[src/sv/swalk_pkg.sv]
`timescale 1ns / 1ps
// ----------------------------------------------------------------------------
// swalk_pkg
// Shared types, codes and helpers of the subnet address walker.
// ----------------------------------------------------------------------------
package swalk_pkg;

  localparam int ADDR_W    = 32;
  localparam int PFX_W     = 6;
  localparam int CMD_W     = 2;
  localparam int STAT_W    = 2;
  localparam int CUR_W     = 34;
  localparam int CFG_IDX_W = 1;
  localparam int CFG_DAT_W = 32;
  localparam int ENTRY_W   = 2 * ADDR_W;

  localparam logic [PFX_W-1:0]       PFX_RESET = PFX_W'(32);
  localparam logic signed [CUR_W-1:0] CUR_ONE  = CUR_W'(1);

  typedef enum logic [CMD_W-1:0] {
    CMD_BEGIN  = 2'd0,
    CMD_INSERT = 2'd1,
    CMD_NEXT   = 2'd2
  } cmd_t;

  typedef enum logic [STAT_W-1:0] {
    ST_OK      = 2'd0,
    ST_FULL    = 2'd1,
    ST_WALKING = 2'd2
  } status_t;

  typedef enum logic [CFG_IDX_W-1:0] {
    REG_SUBNET_BASE   = 1'b0,
    REG_SUBNET_PREFIX = 1'b1
  } reg_idx_t;

  typedef struct packed {
    logic accept;
    logic ins_rd;
    logic ins_place;
    logic ins_shift;
    logic nxt_rd;
    logic nxt_jump;
    logic nxt_adv;
    logic nxt_fin;
    logic load_out;
  } dp_cmd_t;

  typedef struct packed {
    logic walking;
    logic full;
    logic exhausted;
    logic k_zero;
    logic precedes;
    logic ptr_end;
    logic in_range;
    logic past_end;
    logic skipping;
    logic out_busy;
  } dp_stat_t;

  function automatic logic [ADDR_W-1:0] host_mask(input logic [PFX_W-1:0] pfx);
    logic [PFX_W-1:0] p;
    p = (pfx > PFX_W'(32)) ? PFX_W'(32) : pfx;
    return {ADDR_W{1'b1}} >> p;
  endfunction

  function automatic logic signed [CUR_W-1:0] to_cur(input logic [ADDR_W-1:0] a);
    return $signed({2'b00, a});
  endfunction

endpackage

[src/sv/swalk_in_if.sv]
`timescale 1ns / 1ps
// ----------------------------------------------------------------------------
// swalk_in_if
// Command channel: valid/ready handshake with command and exclusion payload.
// ----------------------------------------------------------------------------
interface swalk_in_if;
  logic                           valid;
  logic                           ready;
  logic [swalk_pkg::CMD_W-1:0]    command;
  logic [swalk_pkg::ADDR_W-1:0]   exclude_addr;
  logic [swalk_pkg::PFX_W-1:0]    exclude_prefix;

  modport source (output valid, command, exclude_addr, exclude_prefix, input ready);
  modport sink   (input valid, command, exclude_addr, exclude_prefix, output ready);
endinterface

[src/sv/swalk_out_if.sv]
`timescale 1ns / 1ps
// ----------------------------------------------------------------------------
// swalk_out_if
// Result channel: valid/ready handshake with address, flag and status.
// ----------------------------------------------------------------------------
interface swalk_out_if;
  logic                           valid;
  logic                           ready;
  logic [swalk_pkg::ADDR_W-1:0]   addr;
  logic                           addr_valid;
  logic [swalk_pkg::STAT_W-1:0]   status;

  modport source (output valid, addr, addr_valid, status, input ready);
  modport sink   (input valid, addr, addr_valid, status, output ready);
endinterface

[src/sv/swalk_ram.sv]
`timescale 1ns / 1ps
// ----------------------------------------------------------------------------
// swalk_ram
// Generic single-write, single-read RAM with registered read data.
// ----------------------------------------------------------------------------
module swalk_ram #(
  parameter int WIDTH = 64,
  parameter int DEPTH = 16,
  parameter int AW    = (DEPTH > 1) ? $clog2(DEPTH) : 1
) (
  input  logic             clk,
  input  logic             we,
  input  logic [AW-1:0]    waddr,
  input  logic [WIDTH-1:0] wdata,
  input  logic [AW-1:0]    raddr,
  output logic [WIDTH-1:0] rdata
);

  logic [WIDTH-1:0] mem [DEPTH];

  always_ff @(posedge clk) begin
    if (we) begin
      mem[waddr] <= wdata;
    end
    rdata <= mem[raddr];
  end

endmodule

[src/sv/swalk_ctrl.sv]
`timescale 1ns / 1ps
// ----------------------------------------------------------------------------
// swalk_ctrl
// Sequencer for begin, sorted insert and next-address search.
// ----------------------------------------------------------------------------
module swalk_ctrl (
  input  logic                        clk,
  input  logic                        rst_n,
  input  logic                        in_valid,
  input  logic [swalk_pkg::CMD_W-1:0] in_command,
  output logic                        in_ready,
  input  swalk_pkg::dp_stat_t         stat,
  output swalk_pkg::dp_cmd_t          cmd
);

  typedef enum logic [6:0] {
    S_IDLE    = 7'b0000001,
    S_INS_RD  = 7'b0000010,
    S_INS_CMP = 7'b0000100,
    S_NXT_RD  = 7'b0001000,
    S_NXT_CMP = 7'b0010000,
    S_NXT_FIN = 7'b0100000,
    S_DONE    = 7'b1000000
  } state_t;

  state_t state_r, state_nxt;

  assign in_ready = rst_n && (state_r == S_IDLE);

  always_comb begin
    state_nxt = state_r;
    cmd       = '0;
    unique case (state_r)
      S_IDLE: begin
        if (in_valid && in_ready) begin
          cmd.accept = 1'b1;
          unique case (swalk_pkg::cmd_t'(in_command))
            swalk_pkg::CMD_INSERT: begin
              state_nxt = (stat.walking || stat.full) ? S_DONE : S_INS_RD;
            end
            swalk_pkg::CMD_NEXT: begin
              state_nxt = stat.exhausted ? S_DONE : S_NXT_RD;
            end
            default: state_nxt = S_DONE;
          endcase
        end
      end
      S_INS_RD: begin
        if (stat.k_zero) begin
          cmd.ins_place = 1'b1;
          state_nxt     = S_DONE;
        end else begin
          cmd.ins_rd = 1'b1;
          state_nxt  = S_INS_CMP;
        end
      end
      S_INS_CMP: begin
        if (stat.precedes) begin
          cmd.ins_place = 1'b1;
          state_nxt     = S_DONE;
        end else begin
          cmd.ins_shift = 1'b1;
          state_nxt     = S_INS_RD;
        end
      end
      S_NXT_RD: begin
        if (stat.ptr_end) begin
          state_nxt = S_NXT_FIN;
        end else begin
          cmd.nxt_rd = 1'b1;
          state_nxt  = S_NXT_CMP;
        end
      end
      S_NXT_CMP: begin
        if (stat.in_range) begin
          cmd.nxt_jump = 1'b1;
          state_nxt    = S_NXT_RD;
        end else if (stat.skipping && stat.past_end) begin
          cmd.nxt_adv = 1'b1;
          state_nxt   = S_NXT_RD;
        end else begin
          state_nxt = S_NXT_FIN;
        end
      end
      S_NXT_FIN: begin
        cmd.nxt_fin = 1'b1;
        state_nxt   = S_DONE;
      end
      S_DONE: begin
        if (!stat.out_busy) begin
          cmd.load_out = 1'b1;
          state_nxt    = S_IDLE;
        end
      end
      default: state_nxt = S_IDLE;
    endcase
  end

  always_ff @(posedge clk) begin
    if (!rst_n) begin
      state_r <= S_IDLE;
    end else begin
      state_r <= state_nxt;
    end
  end

endmodule

[src/sv/swalk_dp.sv]
`timescale 1ns / 1ps
// ----------------------------------------------------------------------------
// swalk_dp
// Datapath: configuration, cursor, exclusion table, result and output stage.
// ----------------------------------------------------------------------------
module swalk_dp #(
  parameter int MAX_EXCLUSIONS = 16,
  parameter int AW             = 4,
  parameter int CW             = 5
) (
  input  logic                            clk,
  input  logic                            rst_n,
  input  logic                            cfg_we,
  input  logic [swalk_pkg::CFG_IDX_W-1:0] cfg_index,
  input  logic [swalk_pkg::CFG_DAT_W-1:0] cfg_data,
  input  logic [swalk_pkg::CMD_W-1:0]     in_command,
  input  logic [swalk_pkg::ADDR_W-1:0]    in_exclude_addr,
  input  logic [swalk_pkg::PFX_W-1:0]     in_exclude_prefix,
  input  swalk_pkg::dp_cmd_t              cmd,
  output swalk_pkg::dp_stat_t             stat,
  input  logic                            out_ready,
  output logic                            out_valid,
  output logic [swalk_pkg::ADDR_W-1:0]    out_addr,
  output logic                            out_addr_valid,
  output logic [swalk_pkg::STAT_W-1:0]    out_status
);

  logic [swalk_pkg::ADDR_W-1:0]       base_r;
  logic [swalk_pkg::PFX_W-1:0]        prefix_r;
  logic signed [swalk_pkg::CUR_W-1:0] cursor_r;
  logic [CW-1:0]                      count_r;
  logic [CW-1:0]                      ptr_r;
  logic [AW-1:0]                      k_r;
  logic                               walking_r;
  logic                               skip_r;
  logic [swalk_pkg::ADDR_W-1:0]       new_s_r;
  logic [swalk_pkg::ADDR_W-1:0]       new_e_r;
  logic [swalk_pkg::ADDR_W-1:0]       res_addr_r;
  logic                               res_valid_r;
  swalk_pkg::status_t                 res_status_r;
  logic                               out_valid_r;
  logic [swalk_pkg::ADDR_W-1:0]       out_addr_r;
  logic                               out_addr_valid_r;
  logic [swalk_pkg::STAT_W-1:0]       out_status_r;

  logic [swalk_pkg::ADDR_W-1:0]       net_mask;
  logic [swalk_pkg::ADDR_W-1:0]       net_start;
  logic signed [swalk_pkg::CUR_W-1:0] net_final;
  logic [swalk_pkg::ADDR_W-1:0]       exc_mask;
  logic [swalk_pkg::ADDR_W-1:0]       exc_s;
  logic [swalk_pkg::ADDR_W-1:0]       exc_e;
  logic [swalk_pkg::ENTRY_W-1:0]      rd_data;
  logic [swalk_pkg::ENTRY_W-1:0]      wr_data;
  logic [swalk_pkg::ADDR_W-1:0]       ent_s;
  logic [swalk_pkg::ADDR_W-1:0]       ent_e;
  logic [AW-1:0]                      rd_addr;
  logic                               wr_en;

  assign net_mask  = swalk_pkg::host_mask(prefix_r);
  assign net_start = base_r & ~net_mask;
  assign net_final = swalk_pkg::to_cur(net_start | net_mask);

  assign exc_mask  = swalk_pkg::host_mask(in_exclude_prefix);
  assign exc_s     = in_exclude_addr & ~exc_mask;
  assign exc_e     = exc_s | exc_mask;

  assign ent_s     = rd_data[swalk_pkg::ENTRY_W-1:swalk_pkg::ADDR_W];
  assign ent_e     = rd_data[swalk_pkg::ADDR_W-1:0];

  assign wr_en     = cmd.ins_place || cmd.ins_shift;
  assign wr_data   = cmd.ins_place ? {new_s_r, new_e_r} : rd_data;
  assign rd_addr   = cmd.ins_rd ? (k_r - AW'(1)) : ptr_r[AW-1:0];

  swalk_ram #(
    .WIDTH (swalk_pkg::ENTRY_W),
    .DEPTH (MAX_EXCLUSIONS),
    .AW    (AW)
  ) u_table (
    .clk   (clk),
    .we    (wr_en),
    .waddr (k_r),
    .wdata (wr_data),
    .raddr (rd_addr),
    .rdata (rd_data)
  );

  always_comb begin
    stat.walking   = walking_r;
    stat.full      = (count_r == CW'(MAX_EXCLUSIONS));
    stat.exhausted = (cursor_r >= net_final);
    stat.k_zero    = (k_r == '0);
    stat.precedes  = (ent_s < new_s_r) || ((ent_s == new_s_r) && (ent_e >= new_e_r));
    stat.ptr_end   = (ptr_r >= count_r);
    stat.in_range  = (cursor_r >= swalk_pkg::to_cur(ent_s)) &&
                     (cursor_r <= swalk_pkg::to_cur(ent_e));
    stat.past_end  = (cursor_r > swalk_pkg::to_cur(ent_e));
    stat.skipping  = skip_r;
    stat.out_busy  = out_valid_r && !out_ready;
  end

  // configuration
  always_ff @(posedge clk) begin
    if (!rst_n) begin
      base_r   <= '0;
      prefix_r <= swalk_pkg::PFX_RESET;
    end else if (cfg_we) begin
      unique case (swalk_pkg::reg_idx_t'(cfg_index))
        swalk_pkg::REG_SUBNET_BASE:   base_r   <= cfg_data;
        swalk_pkg::REG_SUBNET_PREFIX: prefix_r <= cfg_data[swalk_pkg::PFX_W-1:0];
        default: ;
      endcase
    end
  end

  // walk and table control state
  always_ff @(posedge clk) begin
    if (!rst_n) begin
      cursor_r  <= -swalk_pkg::CUR_ONE;
      count_r   <= '0;
      ptr_r     <= '0;
      walking_r <= 1'b0;
      skip_r    <= 1'b0;
      k_r       <= '0;
    end else begin
      if (cmd.accept) begin
        unique case (swalk_pkg::cmd_t'(in_command))
          swalk_pkg::CMD_BEGIN: begin
            cursor_r  <= swalk_pkg::to_cur(net_start) - swalk_pkg::CUR_ONE;
            count_r   <= '0;
            ptr_r     <= '0;
            walking_r <= 1'b0;
          end
          swalk_pkg::CMD_INSERT: begin
            k_r <= count_r[AW-1:0];
          end
          swalk_pkg::CMD_NEXT: begin
            walking_r <= 1'b1;
            skip_r    <= 1'b0;
            if (cursor_r < net_final) begin
              cursor_r <= cursor_r + swalk_pkg::CUR_ONE;
            end
          end
          default: ;
        endcase
      end
      if (cmd.ins_place) begin
        count_r <= count_r + CW'(1);
      end
      if (cmd.ins_shift) begin
        k_r <= k_r - AW'(1);
      end
      if (cmd.nxt_jump) begin
        cursor_r <= swalk_pkg::to_cur(ent_e) + swalk_pkg::CUR_ONE;
        ptr_r    <= ptr_r + CW'(1);
        skip_r   <= 1'b1;
      end
      if (cmd.nxt_adv) begin
        ptr_r <= ptr_r + CW'(1);
      end
    end
  end

  // pending range and result
  always_ff @(posedge clk) begin
    if (cmd.accept) begin
      new_s_r      <= exc_s;
      new_e_r      <= exc_e;
      res_addr_r   <= '0;
      res_valid_r  <= 1'b0;
      res_status_r <= swalk_pkg::ST_OK;
      if (swalk_pkg::cmd_t'(in_command) == swalk_pkg::CMD_INSERT) begin
        if (walking_r) begin
          res_status_r <= swalk_pkg::ST_WALKING;
        end else if (count_r == CW'(MAX_EXCLUSIONS)) begin
          res_status_r <= swalk_pkg::ST_FULL;
        end
      end
    end
    if (cmd.nxt_fin && (cursor_r <= net_final)) begin
      res_addr_r  <= cursor_r[swalk_pkg::ADDR_W-1:0];
      res_valid_r <= 1'b1;
    end
  end

  // output stage
  always_ff @(posedge clk) begin
    if (!rst_n) begin
      out_valid_r <= 1'b0;
    end else if (cmd.load_out) begin
      out_valid_r <= 1'b1;
    end else if (out_ready) begin
      out_valid_r <= 1'b0;
    end
  end

  always_ff @(posedge clk) begin
    if (cmd.load_out) begin
      out_addr_r       <= res_addr_r;
      out_addr_valid_r <= res_valid_r;
      out_status_r     <= res_status_r;
    end
  end

  assign out_valid      = out_valid_r;
  assign out_addr       = out_addr_r;
  assign out_addr_valid = out_addr_valid_r;
  assign out_status     = out_status_r;

  a_ptr_bound: assert property (@(posedge clk) disable iff (!rst_n)
    ptr_r <= count_r)
    else $error("range pointer beyond table fill");

  a_rd_in_table: assert property (@(posedge clk) disable iff (!rst_n)
    cmd.nxt_rd |-> ptr_r < count_r)
    else $error("range read past table fill");

  a_walk_hold: assert property (@(posedge clk) disable iff (!rst_n)
    walking_r && !(cmd.accept && (in_command == swalk_pkg::CMD_BEGIN)) |=> walking_r)
    else $error("walking flag dropped without begin");

  a_load_free: assert property (@(posedge clk) disable iff (!rst_n)
    cmd.load_out |-> !(out_valid_r && !out_ready))
    else $error("result loaded over a pending beat");

  a_load_show: assert property (@(posedge clk) disable iff (!rst_n)
    cmd.load_out |=> out_valid_r)
    else $error("loaded result not presented");

  a_zero_addr: assert property (@(posedge clk) disable iff (!rst_n)
    out_valid_r && !out_addr_valid_r |-> out_addr_r == '0)
    else $error("address nonzero on an invalid result");

endmodule

[src/sv/subnet_address_walker_with_exclusions.sv]
`timescale 1ns / 1ps
// ----------------------------------------------------------------------------
// subnet_address_walker_with_exclusions
// Walks a configured IPv4 subnet in ascending order, skipping excluded subnets.
// ----------------------------------------------------------------------------
// One command beat is taken at a time and each yields exactly one result beat.
// A begin, an unknown command, a refused insert and an exhausted next go
// straight to the result load. An accepted insert moves each table entry
// that sorts after the new range up one slot, starting at the tail, then
// places the new range: the sorted table lives in a single-port-read RAM and
// is shifted one entry per read/write pair. A next reads the table entries
// it meets while skipping excluded ranges, one RAM read per entry.
// A finished result sits in an output register so a new command can be taken
// while it waits; the next result is held back until that beat is taken.
// ----------------------------------------------------------------------------
module subnet_address_walker_with_exclusions #(
  parameter int MAX_EXCLUSIONS = 16
) (
  input  logic                            clk,
  input  logic                            rst_n,
  input  logic                            cfg_we,
  input  logic [swalk_pkg::CFG_IDX_W-1:0] cfg_index,
  input  logic [swalk_pkg::CFG_DAT_W-1:0] cfg_data,
  swalk_in_if.sink                        in_ch,
  swalk_out_if.source                     out_ch
);

  localparam int AW = (MAX_EXCLUSIONS > 1) ? $clog2(MAX_EXCLUSIONS) : 1;
  localparam int CW = $clog2(MAX_EXCLUSIONS + 1);

  swalk_pkg::dp_cmd_t  dp_cmd;
  swalk_pkg::dp_stat_t dp_stat;
  logic                in_ready;

  assign in_ch.ready = in_ready;

  swalk_ctrl u_ctrl (
    .clk        (clk),
    .rst_n      (rst_n),
    .in_valid   (in_ch.valid),
    .in_command (in_ch.command),
    .in_ready   (in_ready),
    .stat       (dp_stat),
    .cmd        (dp_cmd)
  );

  swalk_dp #(
    .MAX_EXCLUSIONS (MAX_EXCLUSIONS),
    .AW             (AW),
    .CW             (CW)
  ) u_dp (
    .clk               (clk),
    .rst_n             (rst_n),
    .cfg_we            (cfg_we),
    .cfg_index         (cfg_index),
    .cfg_data          (cfg_data),
    .in_command        (in_ch.command),
    .in_exclude_addr   (in_ch.exclude_addr),
    .in_exclude_prefix (in_ch.exclude_prefix),
    .cmd               (dp_cmd),
    .stat              (dp_stat),
    .out_ready         (out_ch.ready),
    .out_valid         (out_ch.valid),
    .out_addr          (out_ch.addr),
    .out_addr_valid    (out_ch.addr_valid),
    .out_status        (out_ch.status)
  );

endmodule

[src/flat_wrapper.sv]
// flat-port wrapper written by rule: the top's interface ports become plain ports
module subnet_address_walker_with_exclusions_flat 
#(
  parameter int MAX_EXCLUSIONS = 16
)
  (clk, rst_n, cfg_we, cfg_index, cfg_data, in_ch_valid, in_ch_command, in_ch_exclude_addr, in_ch_exclude_prefix, in_ch_ready, out_ch_valid, out_ch_addr, out_ch_addr_valid, out_ch_status, out_ch_ready);
  swalk_in_if in_ch_i ();
  swalk_out_if out_ch_i ();
  input  logic clk;
  input  logic rst_n;
  input  logic cfg_we;
  input  logic [swalk_pkg::CFG_IDX_W-1:0] cfg_index;
  input  logic [swalk_pkg::CFG_DAT_W-1:0] cfg_data;
  input wire logic [$bits(in_ch_i.valid)-1:0] in_ch_valid;
  input wire logic [$bits(in_ch_i.command)-1:0] in_ch_command;
  input wire logic [$bits(in_ch_i.exclude_addr)-1:0] in_ch_exclude_addr;
  input wire logic [$bits(in_ch_i.exclude_prefix)-1:0] in_ch_exclude_prefix;
  output wire logic [$bits(in_ch_i.ready)-1:0] in_ch_ready;
  output wire logic [$bits(out_ch_i.valid)-1:0] out_ch_valid;
  output wire logic [$bits(out_ch_i.addr)-1:0] out_ch_addr;
  output wire logic [$bits(out_ch_i.addr_valid)-1:0] out_ch_addr_valid;
  output wire logic [$bits(out_ch_i.status)-1:0] out_ch_status;
  input wire logic [$bits(out_ch_i.ready)-1:0] out_ch_ready;
  assign in_ch_i.valid = in_ch_valid;
  assign in_ch_i.command = in_ch_command;
  assign in_ch_i.exclude_addr = in_ch_exclude_addr;
  assign in_ch_i.exclude_prefix = in_ch_exclude_prefix;
  assign in_ch_ready = in_ch_i.ready;
  assign out_ch_valid = out_ch_i.valid;
  assign out_ch_addr = out_ch_i.addr;
  assign out_ch_addr_valid = out_ch_i.addr_valid;
  assign out_ch_status = out_ch_i.status;
  assign out_ch_i.ready = out_ch_ready;
  subnet_address_walker_with_exclusions #(.MAX_EXCLUSIONS(MAX_EXCLUSIONS)) u_core (.clk(clk), .rst_n(rst_n), .cfg_we(cfg_we), .cfg_index(cfg_index), .cfg_data(cfg_data), .in_ch(in_ch_i), .out_ch(out_ch_i));
endmodule
[config.mk]
export PLATFORM = sky130hd
export DESIGN_NAME = subnet_address_walker_with_exclusions_flat
export DESIGN_NICKNAME = d
export VERILOG_FILES = /design/src/sv/swalk_pkg.sv /design/src/sv/swalk_in_if.sv /design/src/sv/swalk_out_if.sv /design/src/sv/swalk_ram.sv /design/src/sv/swalk_ctrl.sv /design/src/sv/swalk_dp.sv /design/src/sv/subnet_address_walker_with_exclusions.sv /design/src/flat_wrapper.sv
export SDC_FILE = /design/constraint.sdc
export NUM_CORES = 2
export LEC_CHECK = 0
export BUFFER_PORTS_ARGS = -buffer_cell sky130_fd_sc_hd__buf_2
export CAP_MARGIN = 30
export CORE_ASPECT_RATIO = 1.1
export CORE_MARGIN = 4
export CORE_UTILIZATION = 59
export CTS_BUF_LIST = sky130_fd_sc_hd__clkbuf_4
export DETAILED_ROUTE_END_ITERATION = 7
export PLACE_DENSITY_LB_ADDON = 0.3
export SYNTH_ARGS = -nofsm -noshare
export SYNTH_HDL_FRONTEND = slang
export SYNTH_SLANG_ARGS = --single-unit
[constraint.sdc]
create_clock -name clk -period 9.1 [get_ports clk]
set_input_delay 1.365 -clock clk [delete_from_list [all_inputs] [get_ports clk]]
set_output_delay 1.365 -clock clk [all_outputs]
set_load 0.005 [all_outputs]
==> Word level (Yosys, flattened, before mapping) <==
Memory sizes are Yosys's and may differ from the RTL's. A register that Yosys moved wholly into a read port is not among the register bits.
Cells that the tools add are included.
{ "totals": {"reg_bits": 230, "mem_bits_rw": 1024, "input_bits": 78, "out_inout_bits": 37, "elab_cells": 151, "memories": 1} }
{ "mem_list": {"columns": ["name", "words", "width", "read_ports", "rd_ports_with_merged_regs", "wr", "line", "text"], "rows": [
  ["u_core.u_dp.u_table.mem", 16, 64, 1, 1, 1, "swalk_ram.sv:19", "logic [WIDTH-1:0] mem [DEPTH];"]
]} }
{ "op_classes": {"addsub": 6, "magnitude_cmp": 11, "eq_ne": 14, "shifts": 2, "n_mux": 55, "bitwise_logic": 8, "reduce_logical": 35} }
{ "ops": {"columns": ["op", "n"], "rows": [
  ["34-bit two-way mux", 3],
  ["34-bit by 33-bit greater-or-equal comparator with 1-bit output", 2],
  ["34-bit by 33-bit <= comparator with 1-bit output", 2],
  ["34-bit one-hot mux with 2 select lines", 1],
  ["32-bit bitwise AND", 2],
  ["32-bit two-way mux", 2],
  ["64-bit two-way mux", 1],
  ["32-bit NOT", 2],
  ["32-bit bitwise OR", 2],
  ["32-bit by 6-bit >> shifter with 32-bit output (first input constant)", 2],
  ["7-bit two-way mux", 7],
  ["7-bit one-hot mux with 7 select lines", 1],
  ["34-bit by 2-bit adder with 34-bit output (second input constant)", 1],
  ["34-bit by 33-bit greater-than comparator with 1-bit output", 1],
  ["34-bit by 33-bit less-than comparator with 1-bit output", 1],
  ["32-bit by 1-bit adder with 33-bit output (second input constant)", 1],
  ["32-bit by 1-bit subtractor with 33-bit output (second input constant)", 1],
  ["32-bit equality test", 1],
  ["32-bit greater-or-equal comparator", 1],
  ["32-bit less-than comparator", 1],
  ["5-bit two-way mux", 5],
  ["6-bit two-way mux", 4],
  ["1-bit two-way mux", 22],
  ["2-bit nonzero test", 9],
  ["31 further kinds", 56]
]} }

==> Logic depth before layout (Yosys ltp) <==
{ "logic_depth": {"depth_word": 11, "depth_mapped": 19, "mapped_depth_nobuf": 14} }

==> Hierarchy <==
A second synthesis with hierarchy kept.
{ "unflattened": {"hier_cells": 3625, "hier_area_um2": 56449.1} }
{ "modules_own_cells": {"columns": ["module", "instances", "cells_each", "area_per_inst_um2"], "rows": [
  ["swalk_ram", 1, 1647, 39581.7],
  ["swalk_dp", 1, 1899, 16261.8],
  ["swalk_ctrl", 1, 79, 605.6]
]} }

==> Worst setup path before layout <==
Ideal clock, no wire load.
{ "synth_timing": {"path_kind": "register -> register", "startpoint": "reg u_core.u_ctrl.state_r[4]", "endpoint": "mem u_core.u_dp.u_table.mem[8][0] (enable)", "setup_time_ns": 0.644, "arrival_time_ns": 7.542, "required_time_ns": 8.456, "setup_slack_ns": 0.914, "stages_incl_launch_ff": 8, "path_buffers": 3, "period_less_slack_ns": 8.186, "path_cell_list": "dfxtp_1 > buf_6 > or3_1 > buf_2 > nor3_1 > nand3b_1 > clkbuf_1 > nor4_1"} }
{ "synth_via": {"elab_chain_len": 5} }
{ "synth_lines": {"columns": ["element", "line", "text"], "rows": [
  ["start, declared", "swalk_ctrl.sv:26", "state_t state_r, state_nxt;"],
  ["start signal, assigned", "swalk_ctrl.sv:103", "state_r <= state_nxt;"],
  ["7-bit by 3-bit equality test with 1-bit output / 7-bit by 2-bit equality test with 1-bit output (equally long branches)", "swalk_ctrl.sv:33", "unique case (state_r)"],
  ["1-bit one-hot mux with 2 select lines / 1-bit two-way mux (equally long branches)", "swalk_ctrl.sv:33", null],
  ["1-bit logical OR (*)", "swalk_dp.sv:70", "assign wr_en = cmd.ins_place || cmd.ins_shift;"],
  ["1-bit two-way mux (*)", "swalk_ram.sv:22", "if (we) begin"],
  ["1-bit two-way mux (not written as such) (*)", "swalk_ram.sv:23", "mem[waddr] <= wdata;"],
  ["end, declared", "swalk_ram.sv:19", null]
]} }
Every way passes the cells marked *; elsewhere a longest branch is shown, timed or not.

==> Final worst setup path <==
{ "layout_timing": {"startpoint": "reg u_core.u_dp.prefix_r[2] (netlist bit)", "endpoint": "reg u_core.u_dp.cursor_r[14] (netlist bit)"} }
{ "layout_via": {"elab_chain_len": 9} }
{ "layout_lines": {"columns": ["element", "line", "text"], "rows": [
  ["start, declared", "swalk_dp.sv:29", "logic [swalk_pkg::PFX_W-1:0] prefix_r;"],
  ["start signal, assigned", "swalk_dp.sv:105", "prefix_r <= swalk_pkg::PFX_RESET;"],
  ["start signal, assigned", "swalk_dp.sv:109", "swalk_pkg::REG_SUBNET_PREFIX: prefix_r <= cfg_data[swalk_pkg::PFX_W-1:0];"],
  ["6-bit greater-than comparator", "swalk_pkg.sv:64", "p = (pfx > PFX_W'(32)) ? PFX_W'(32) : pfx;"],
  ["6-bit two-way mux (*)", "swalk_pkg.sv:64", null],
  ["32-bit by 6-bit >> shifter with 32-bit output (*)", "swalk_pkg.sv:65", "return {ADDR_W{1'b1}} >> p;"],
  ["32-bit NOT", "swalk_dp.sv:60", "assign net_start = base_r & ~net_mask;"],
  ["32-bit bitwise AND", "swalk_dp.sv:60", null],
  ["32-bit by 1-bit subtractor with 33-bit output / 32-bit bitwise OR (equally long branches)", "swalk_dp.sv:128, swalk_dp.sv:61", null],
  ["34-bit one-hot mux with 2 select lines / 34-bit by 33-bit less-than comparator with 1-bit output (equally long branches)", "swalk_dp.sv:126, swalk_dp.sv:139", null],
  ["34-bit two-way mux / 3-bit by 2-bit != test with 1-bit output (equally long branches)", null, null],
  ["34-bit two-way mux / 3-bit AND reduction (equally long branches)", null, null],
  ["end signal, assigned", "swalk_dp.sv:128", "cursor_r <= swalk_pkg::to_cur(net_start) - swalk_pkg::CUR_ONE;"],
  ["end signal, assigned", "swalk_dp.sv:140", "cursor_r <= cursor_r + swalk_pkg::CUR_ONE;"],
  ["end signal, assigned", "swalk_dp.sv:153", "cursor_r <= swalk_pkg::to_cur(ent_e) + swalk_pkg::CUR_ONE;"],
  ["end, declared", "swalk_dp.sv:30", "logic signed [swalk_pkg::CUR_W-1:0] cursor_r;"]
]} }
Every way passes the cells marked *; elsewhere a longest branch is shown, timed or not. The select of a mux whose other input is x is not followed.
A chain may end at the register's enable or synchronous reset.

==> flow_summary_export.csv <==
group,metric,value,unit
worst_setup_path,slowest_delay,910,ps
flow_run,drv_cap,0,
floorplanning,ios,115,
outcome,status,"completed",
worst_setup_path,slowest_stage,"nor4_1",
detailed_routing,vias,42906,
clocking,cts_resized,0,
synth,yosysTopAreaCellShare,59.45,%
global_route,grt.met2_usage,50.73,%
power,power.density,188.8,mW/mm2
clocking,cts_buffer_depth,4,
synth,synth_nets,5330,
sta,finalSetupViolCount,0,
sta,slew_headroom,2.285,%
floorplanning,row_count,120,
worst_setup_path,worstSetupEndpointType,"register",
synth,synth-simple-area-share,17.12,%
sta,period_share,61.33,%
worst_setup_path,path_class,"register to register",
synth,yosysTopAreaCell,"edfxtp_1",
synth,ys.flop_type,"edfxtp_1",
sta,hold_slack,364.1,ps
detailed_routing,wl_per_cell,24.55,um
worst_setup_path,crit_arrival,6700,ps
global_route,grtUsageTotal,32.03,%
global_route,grt.met3_usage,7.017,%
sta,rsz0062_at_grt,"false",
detailed_routing,drt_wl_total,168.6,mm
floorplanning,core,0.09789,mm2
global_route,grt_pass1_wl,249.4,mm
finish,layout.nets,5600,
detailed_routing,drc_errors,0,
finish,layout_commonest_cell,"nand2_1",
synth,synthCells,5074,
synth,synthArstFlopShare,0,%
sta,layout_setup_ws,3519,ps
clocking,htree_levels,5,
synth,ys_seq_area_share,64.97,%
synth,synthMuxAreaShare,0.08778,%
detailed_routing,first_pass_iters,6,
synth,avgSynthCellArea,11.52,um2
global_route,antenna_found_initial,12,
synth,ys_warn_count,0,
clocking,cts.sinks,1318,
placed_design,dpl.hpwl,99.42,mm
power,p_leak,0.02382,uW
placed_design,io_buffers,114,
finish,drive_gt1_share,14.85,%
clocking,cts_buffers,347,
floorplanning,dieArea,0.1042,mm2
power,ir_worst_vdd,145.1,uV
placed_design,dp_slack,3745,ps
sta,worst_pin_slew,1466,ps
synth,yosysUniqueCellTypes,91,
global_route,grt_max_degree,168,
detailed_routing,vias_per_cell,6.247,
worst_setup_path,startpoint_type,"register",
sta,post-route-min-period,5581,ps
synth,synth-compound-area-share,9.664,%
detailed_routing,first_iter_violations,5261,
sta,hold_viol_final,0,
worst_setup_path,crit_required,10220,ps
synth,synth.area.top_cells,"edfxtp_1, nand2_1, dfxtp_1",
clocking,cts-root-buf,"clkbuf_4",
placed_design,gp_congestion,0.9801,
finish,area_delta_synth_final,10.55,%
detailed_routing,detail-route-antenna-nets,0,
global_route,grtUsageMet1,42.06,%
global_route,grt_overflow,0,
sta,slew_viol_final,0,
clocking,cts_hold_buffers,0,
global_route,grt-busiest-layer,"met2",
global_route,grt_pass1_vias,41106,
floorplanning,initial_core_util,59.70,%
floorplanning,die_h,338.1,um
clocking,post_cts_buffers,0,
clocking,clock_latency,1240,ps
synth,ys_seq_elements,1318,
worst_setup_path,crit_chain,"nor4_1 > a21oi_1 > ha_1 > nand3_1 > or4_4 > or4_1 > a21oi_2 > o31a_1 > and2_1 > and2_1 > a211o_1",
sta,fmax,0.1792,GHz
synth,yosys.area_share.adder,3.828,%
synth,synth_top_family_by_area,"simple AND/OR/NAND/NOR gates",
floorplanning,die_w,308.1,um
synth,synth_xor_area_share,0.8243,%
synth,netlist_area,0.05844,mm2
clocking,cts.clk_slew.worst_paths,70,ps
worst_hold_path,hp-class,"primary input to register",
finish,layout_common_cells,"nand2_1, edfxtp_1, clkbuf_4",
synth,synth-edff-count,1157,
clocking,cts_tree,"done",
sta,fin_setup_tns,0,ps
worst_setup_path,worst_path_most_repeated_cell,"and2_1",
worst_setup_path,path_max_fanout,27,
sta,final.setup_skew,118.2,ps
==> synthesized netlist by cell type, drive strengths merged, types with 5 or more instances <==
cell	n
nand2	1277
edfxtp	1157
nand3	345
a21oi	228
a311oi	194
clkbuf	183
ha	178
inv	162
dfxtp	161
o21ai	158
and3	147
buf	129
nor2	106
a31oi	86
and2	59
nand4	45
xnor2	42
nor3	36
a21o	34
nor2b	34
or2	31
nand2b	29
o211ai	27
and4	18
or3	17
nor4	16
xor2	13
o21a	12
a211o	11
nand3b	10
a211oi	9
o221ai	9
o22ai	8
nor3b	7
o211a	7
or4	7
o31ai	6
a21boi	5
a221oi	5
==> layer usage <==
metal  wire length (um)  part of all wire, %
met1              64170                   38
met2              78940                   47
met3              17380                   10
met4               8072                  4.8
met5                 59                0.035
==> cell families after synthesis <==
kind of cell / count (synthesis)
compound gates: 845
xor+xnor: 55
simple gates: 2198
mux: 5
flops: 1318
fa+ha+maj: 179
buf+inv: 474
==> stage by stage <==
stage          util, %  power (uW)  instances  instance area, um2
4_1_cts          65.92       12260       6855               64530
5_1_grt          65.98       12700       6862               64590
3_3_place_gp     61.58        7412       6266               60290
2_1_floorplan        -        7183       5074               58440
6_report         66.00       12200       6868               64610
3_5_place_dp     61.69        7425       6273               60390
==> power by group <==
group | switching, uW | internal [uW] | leakage, uW
registers | 91.6 | 6580 | 0.0118
clock network | 2310 | 2570 | 0.00250
logic | 412 | 234 | 0.00956
total | 2810 | 9390 | 0.0238
==> worst max-delay path: cells and delay by family, from the launching register on <==
| kind | cells | cell delay [ps] |
|---|---|---|
| AND/OR/NAND/NOR | 6 | 3430 |
| AO/OA/AOI/OAI | 4 | 1040 |
| adder cells (fa/ha/maj) | 1 | 380 |
| flip-flops | 1 | 600 |
==> flip-flops by register name, summed over array words and instances, names as in the netlist, 6 cells and up <==
signal	cells
u_core.u_dp.u_table.mem	1024
u_core.u_dp.u_table.rdata	64
u_core.u_dp.cursor_r	34
u_core.u_dp.base_r	32
u_core.u_dp.new_e_r	32
u_core.u_dp.new_s_r	32
u_core.u_dp.out_addr	32
u_core.u_dp.res_addr_r	32
u_core.u_ctrl.state_r	7
u_core.u_dp.prefix_r	6
==> final timing paths <==
check	cells past startpoint	start	endpoint	slack [ps]
worst min-delay path	3	cfg_data[9]	u_core.u_dp.base_r[9]$_SDFFE_PN0P_	360
worst max-delay path	11	u_core.u_dp.prefix_r[2]$_SDFFE_PN0P_	u_core.u_dp.cursor_r[14]$_SDFFE_PN1P_	3520
worst min register to register	0	u_core.u_dp.res_addr_r[11]$_SDFFCE_PN0P_	u_core.u_dp.out_addr[11]$_DFFE_PP_	380
worst max register to register	11	u_core.u_dp.prefix_r[2]$_SDFFE_PN0P_	u_core.u_dp.cursor_r[14]$_SDFFE_PN1P_	3520
==> area by class of cell <==
| type | instances | area, um2 |
|---|---|---|
| Fill cell | 7310 | 33280 |
| Clock buffer | 503 | 3776 |
| Timing Repair Buffer | 233 | 1702 |
| Clock inverter | 79 | 360.3 |
| Multi-Input combinational cell | 3282 | 18570 |
| Inverter | 162 | 608.1 |
| Tap cell | 1281 | 1603 |
| Antenna cell | 10 | 25.02 |
| Sequential cell | 1318 | 37970 |
Power figures use the tool's default switching activity.
